File: config.mk
export PLATFORM = sky130hd
export DESIGN_NAME = lmc_ctrl
export DESIGN_NICKNAME = d
export VERILOG_FILES = /design/src/rtl/core/lmc_pkg.sv /design/src/rtl/core/lmc_ctrl.sv
export SDC_FILE = /design/constraint.sdc
export NUM_CORES = 1
export LEC_CHECK = 0
export ABC_AREA = 1
export BUFFER_PORTS_ARGS = -buffer_cell sky130_fd_sc_hd__buf_4
export CAP_MARGIN = 10
export CORE_ASPECT_RATIO = 1.25
export CORE_UTILIZATION = 44
export CTS_CLUSTER_DIAMETER = 40
export DETAILED_ROUTE_END_ITERATION = 7
export GPL_ROUTABILITY_DRIVEN = 0
export PLACE_DENSITY = 0.67
export SYNTH_ARGS = -nofsm -noshare
export SYNTH_HDL_FRONTEND = slang
export SYNTH_SLANG_ARGS = --single-unit
export TNS_END_PERCENT = 50
File: constraint.sdc
create_clock -name clock -period 4.16 [get_ports clock]
set_input_delay 0.416 -clock clock [delete_from_list [all_inputs] [get_ports clock]]
set_output_delay 0.416 -clock clock [all_outputs]
set_load 0.01 [all_outputs]
File: src/rtl/core/lmc_pkg.sv
// Shared types, constants and elaboration-time math for the log mel cepstrum unit.
// Used by lmc_ctrl, lmc_datapath and log_mel_cepstrum_unit; depends on nothing.
package lmc_pkg;

   localparam int IDX_W   = 6;   // band and coefficient counters, up to 64
   localparam int ROM_AW  = 12;  // weight ROM address, up to 64 x 64 entries
   localparam int LOG_W   = 22;  // signed Q5.16 log
   localparam int W_W     = 16;  // signed Q1.15 DCT weight
   localparam int LIFT_W  = 24;  // signed Q7.16 lifter
   localparam int FRAC_W  = 24;  // log2 fraction bits
   localparam int NORM_STEPS = 5;

   localparam logic [63:0] PI_Q30  = 64'd3373259426;
   localparam logic [31:0] LN2_Q32 = 32'd2977044472;

   typedef enum logic [2:0] {
      ST_IDLE,
      ST_NORM,
      ST_SQR,
      ST_LNMUL,
      ST_STORE,
      ST_DCT,
      ST_DRAIN
   } lmc_state_type;

   typedef struct packed {
      logic              load;
      logic              norm;
      logic [2:0]        norm_step;
      logic              sqr;
      logic              sqr_first;
      logic [4:0]        frac_bit;
      logic              ln_mul;
      logic              store;
      logic [IDX_W-1:0]  store_addr;
      logic              mac;
      logic              mac_first;
      logic              mac_last;
      logic [IDX_W-1:0]  band;
      logic [IDX_W-1:0]  coeff;
      logic [ROM_AW-1:0] rom_addr;
   } lmc_cmd_type;

   typedef struct packed {
      logic frame_done;
   } lmc_status_type;

   // Integer square root, bit-pair method.
   function automatic logic [63:0] isqrt64(input logic [63:0] v_in);
      logic [63:0] v;
      logic [63:0] res;
      logic [63:0] bits;
      v    = v_in;
      res  = 64'd0;
      bits = 64'd1 << 62;
      for (int i = 0; i < 32; i++) begin
         if (bits > v) bits = bits >> 2;
      end
      for (int i = 0; i < 32; i++) begin
         if (bits != 64'd0) begin
            if (v >= res + bits) begin
               v   = v - (res + bits);
               res = (res >> 1) + bits;
            end else begin
               res = res >> 1;
            end
            bits = bits >> 2;
         end
      end
      return res;
   endfunction

   // Taylor series of sin(x) to x^15, x in Q30 within [0, pi/2], truncating terms.
   function automatic logic [63:0] sin_series(input logic [63:0] x);
      logic [63:0] term;
      logic [63:0] sum;
      term = x;
      sum  = x;
      for (int j = 1; j <= 7; j++) begin
         term = (((term * x) >> 30) * x) >> 30;
         unique case (j)
            1:       term = term / 6;
            2:       term = term / 20;
            3:       term = term / 42;
            4:       term = term / 72;
            5:       term = term / 110;
            6:       term = term / 156;
            default: term = term / 210;
         endcase
         if ((j % 2) == 1) sum = sum - term;
         else              sum = sum + term;
      end
      return sum;
   endfunction

endpackage

File: src/rtl/core/lmc_ctrl.sv
// Sequencer for the log mel cepstrum unit: log steps per band, MAC sweep per frame.
// Depends on lmc_pkg.
module lmc_ctrl #(
   parameter int BINS = 23,
   parameter int FEAT = 13
) (
   input  logic                   clock,
   input  logic                   reset,
   input  logic                   start,
   output logic                   busy,
   output lmc_pkg::lmc_cmd_type   cmd,
   input  lmc_pkg::lmc_status_type status
);
   import lmc_pkg::*;

   lmc_state_type state_ff, state_in;
   logic [4:0]        step_ff, step_in;
   logic [IDX_W-1:0]  band_ff, band_in;
   logic [IDX_W-1:0]  n_ff, n_in;
   logic [IDX_W-1:0]  k_ff, k_in;
   logic [ROM_AW-1:0] rom_ff, rom_in;

   logic step_end_norm, step_end_sqr, band_last, n_last, k_last;

   assign step_end_norm = (step_ff == 5'(NORM_STEPS - 1));
   assign step_end_sqr  = (step_ff == 5'(FRAC_W - 1));
   assign band_last     = (band_ff == IDX_W'(BINS - 1));
   assign n_last        = (n_ff == IDX_W'(BINS - 1));
   assign k_last        = (k_ff == IDX_W'(FEAT - 1));

   // next state
   always_comb begin
      state_in = state_ff;
      unique case (state_ff)
         ST_IDLE:  if (start) state_in = ST_NORM;
         ST_NORM:  if (step_end_norm) state_in = ST_SQR;
         ST_SQR:   if (step_end_sqr) state_in = ST_LNMUL;
         ST_LNMUL: state_in = ST_STORE;
         ST_STORE: state_in = band_last ? ST_DCT : ST_IDLE;
         ST_DCT:   if (n_last && k_last) state_in = ST_DRAIN;
         ST_DRAIN: if (status.frame_done) state_in = ST_IDLE;
         default:  state_in = ST_IDLE;
      endcase
   end

   // counters
   always_comb begin
      step_in = step_ff;
      band_in = band_ff;
      n_in    = n_ff;
      k_in    = k_ff;
      rom_in  = rom_ff;
      unique case (state_ff)
         ST_IDLE:  step_in = 5'd0;
         ST_NORM:  step_in = step_end_norm ? 5'd0 : step_ff + 5'd1;
         ST_SQR:   step_in = step_ff + 5'd1;
         ST_STORE: begin
            if (band_last) begin
               band_in = '0;
               n_in    = '0;
               k_in    = '0;
               rom_in  = '0;
            end else begin
               band_in = band_ff + IDX_W'(1);
            end
         end
         ST_DCT: begin
            rom_in = rom_ff + ROM_AW'(1);
            if (n_last) begin
               n_in = '0;
               k_in = k_ff + IDX_W'(1);
            end else begin
               n_in = n_ff + IDX_W'(1);
            end
         end
         default: ;
      endcase
   end

   // outputs
   always_comb begin
      cmd            = '0;
      busy           = (state_ff != ST_IDLE);
      cmd.norm_step  = step_ff[2:0];
      cmd.frac_bit   = 5'(FRAC_W - 1) - step_ff;
      cmd.store_addr = band_ff;
      cmd.band       = n_ff;
      cmd.coeff      = k_ff;
      cmd.rom_addr   = rom_ff;
      unique case (state_ff)
         ST_IDLE:  cmd.load = start;
         ST_NORM:  cmd.norm = 1'b1;
         ST_SQR: begin
            cmd.sqr       = 1'b1;
            cmd.sqr_first = (step_ff == 5'd0);
         end
         ST_LNMUL: cmd.ln_mul = 1'b1;
         ST_STORE: cmd.store = 1'b1;
         ST_DCT: begin
            cmd.mac       = 1'b1;
            cmd.mac_first = (n_ff == '0);
            cmd.mac_last  = n_last;
         end
         default: ;
      endcase
   end

   always_ff @(posedge clock) begin
      if (reset) begin
         state_ff <= ST_IDLE;
         step_ff  <= '0;
         band_ff  <= '0;
         n_ff     <= '0;
         k_ff     <= '0;
         rom_ff   <= '0;
      end else begin
         state_ff <= state_in;
         step_ff  <= step_in;
         band_ff  <= band_in;
         n_ff     <= n_in;
         k_ff     <= k_in;
         rom_ff   <= rom_in;
      end
   end

endmodule

==> qor.yml <==
path_delay_family: "flip-flops"
utilization_pct: 55.91
skew_ns: 0.01179
yosys_warnings: 0
drt-initial-drc-count: 97
portBuffers: 51
ys_seq_elements: 38
synth_top_area_share_pct: 32.65
start_kind: "register"
cts_tree: "done"
grt_pass1_wl_um: 9025
power.leakage_nw: 1.305
final_common_cell: "nand2_1"
path_max_fanout: 18
peakVddDrop_mv: 0.3202
r2r_setup_slack_ns: 2.50
nFillCells: 527
final.min_clock_period_ns: 2.094
clk_pin_slew_ns: 0.09
worstPathRequired_ns: 3.74
fp.dieW_um: 67.09
synth.area.top_cells: "dfxtp_1 (33%), nand2_1 (12%), nand3_1 (9.9%)"
cts_root_buffer: "clkbuf_8"
clock_sinks: 38
hpwl_um: 4059
critPathMostFrequentCell: "inv_4"
dieArea_um2: 5592
worst-setup-path-type: "reg2out"
syn_inst: 352
r2r-end: "k_ff[1]"
synth.distinct_cells: 27
post_cts_buffers: 0
arrival_ns: 1.68
yosys.area.top_type: "dfxtp_1"
final_cell_mix: "nand2_1 (74), buf_4 (51), nor2_1 (47), nand3_1 (46), inv_1 (45)"
wl_per_cell_um: 11.71
powerDensity_nw_per_um2: 408.4
relSlewSlack_pct: 65.09
cts_hold_buf: 0
h-tree-depth: 2
crit_path_end_kind: "primary output"
vias_per_cell: 5.037
fmax_mhz: 477.6
crit_chain: "inv_4, nor2_8, inv_4, nor4_2, buf_4"
hold_end: "rom_ff[9]"
cts_inserted_buffers: 5
initial_core_util_pct: 45.86
setup_viol_count_final: 0
core_area_um2: 5080
cts_max_path_buffers: 2
ctsResizeCount: 0
period_share_pct: 50.34
drive_above_1_share_pct: 20.65
wl_um: 5434
r2r_cells: 8
min_delay_path_depth: 2
stdcell_area_um2: 2840
r2r_start: "band_ff[1]"
n_antenna_cell: 0
grt_pass1_vias: 2010
dpl_cell_area_um2: 2726
syn2layout_area_growth_pct: 21.91
synthesis.nets: 367
pin_count: 52
synth_area_um2: 2330
grt_max_degree: 19
layout.nets: 416
antenna_found_initial: 0
worst_pin_slew_ns: 0.5237
ys_seq_area_share_pct: 32.65
worstSkewPairLatency_ns: 0.29
drc_errors: 0
vias: 2337
grt.overflow.total: 0
cp_slowest_stage_delay_ns: 0.52
hp-start: "reset"
max-cap-violations: 0
worst_path_max_delay_cell: "dfxtp_1"
hold_class: "in2reg"
critPathBufInv: 3
rsz0062_at_grt: "no"
status: "finished clean"
dr.pass1.iters: 5
rows: 29
finalSetupTns_ns: 0
grt_usage_pct: 20.50
report.final.slew_viol_count: 0
avgSynthCellArea_um2: 6.619
die_h_um: 83.36
drtAntennaViolNets: 0
report.final.hold_viol_count: 0
-- synth_stat cells --
cell type	count
buf_4	6
nand4_1	6
ha_1	11
nor3_2	1
inv_4	3
nor2_8	1
nor2_1	47
inv_1	45
inv_2	1
a21oi_1	29
or2_1	1
clkbuf_1	2
nor3_1	7
a21o_1	1
buf_6	1
or2_2	3
o211ai_1	2
nor2_2	4
nor4_2	1
nand2_1	74
nand2_2	5
o21bai_1	3
o21ai_0	8
xor2_1	1
nand2_4	5
nand3_1	46
dfxtp_1	38
-- power by group --
part	internal [mW]	switching [mW]	total, mW	leakage [nW]
sequential	0.391	0.0434	0.435	0.307
clock	0.178	0.139	0.318	0.0504
combinational	0.153	0.255	0.407	0.947
total	0.723	0.437	1.16	1.30
-- worst reg2reg max path, cell delays in order, from the launching register on --
cell and delay [ns]:
dfxtp_1 0.41, ha_1 0.18, nand3_1 0.09, nor2_1 0.24, nand2_4 0.22, nand2_4 0.19, inv_1 0.07, a21oi_1 0.12
nor2_1 0.05
-- worst max-delay path by stage --
| stage | cells after the start | from | slack, ns | end |
|---|---|---|---|---|
| finish | 5 | state_ff[2] | 2.07 | cmd[25] |
| global route | 5 | state_ff[2] | 1.95 | cmd[25] |
| CTS | 5 | state_ff[2] | 2.05 | cmd[25] |
| detailed placement | 5 | state_ff[2] | 2.39 | cmd[25] |
| global placement | 5 | state_ff[2] | 2.41 | cmd[25] |
| floorplan | 5 | state_ff[2] | 2.53 | cmd[25] |
-- metal layers --
layer	vias up	track usage [%]	wire [um]
li1	1228	-	-
met1	1049	24.70	2417
met2	54	34.91	2722
met3	6	4.396	219
met4	0	6.770	74
met5	-	0	0
-- registers in the layout, indices dropped and copies added (netlist names) --
register,count
n_ff,6
state_ff,3
step_ff,5
band_ff,6
k_ff,6
rom_ff,12
-- metrics by stage --
stage	hold slack [ns]	total power [mW]	cells	worst slack (ns)
6_report	0.4391	1.160	464	2.066
5_1_grt	0.4381	1.236	464	1.949
4_1_cts	0.4411	1.169	464	2.051
3_5_place_dp	0.5080	0.8490	456	2.392
3_3_place_gp	0.4896	0.8469	456	2.407
2_1_floorplan	0.4715	0.7208	352	2.532
-- cell families after synthesis --
group,synth area share (%)
flops,32.65
simple gates,40.23
xor+xnor,0.3760
compound gates,9.882
buf+inv,10.96
fa+ha+maj,5.908
-- cell type report --
type / count / area [um2] / area share, %
inverter: 49 / 191.4 / 6.740
sequential: 38 / 760.7 / 26.78
multi-input combinational: 256 / 1314 / 46.26
timing repair buffer: 51 / 382.9 / 13.48
clock buffer: 5 / 68.82 / 2.423
tap: 62 / 77.57 / 2.731
clock inverter: 3 / 45.04 / 1.586
(Power assumes the default switching activity.)
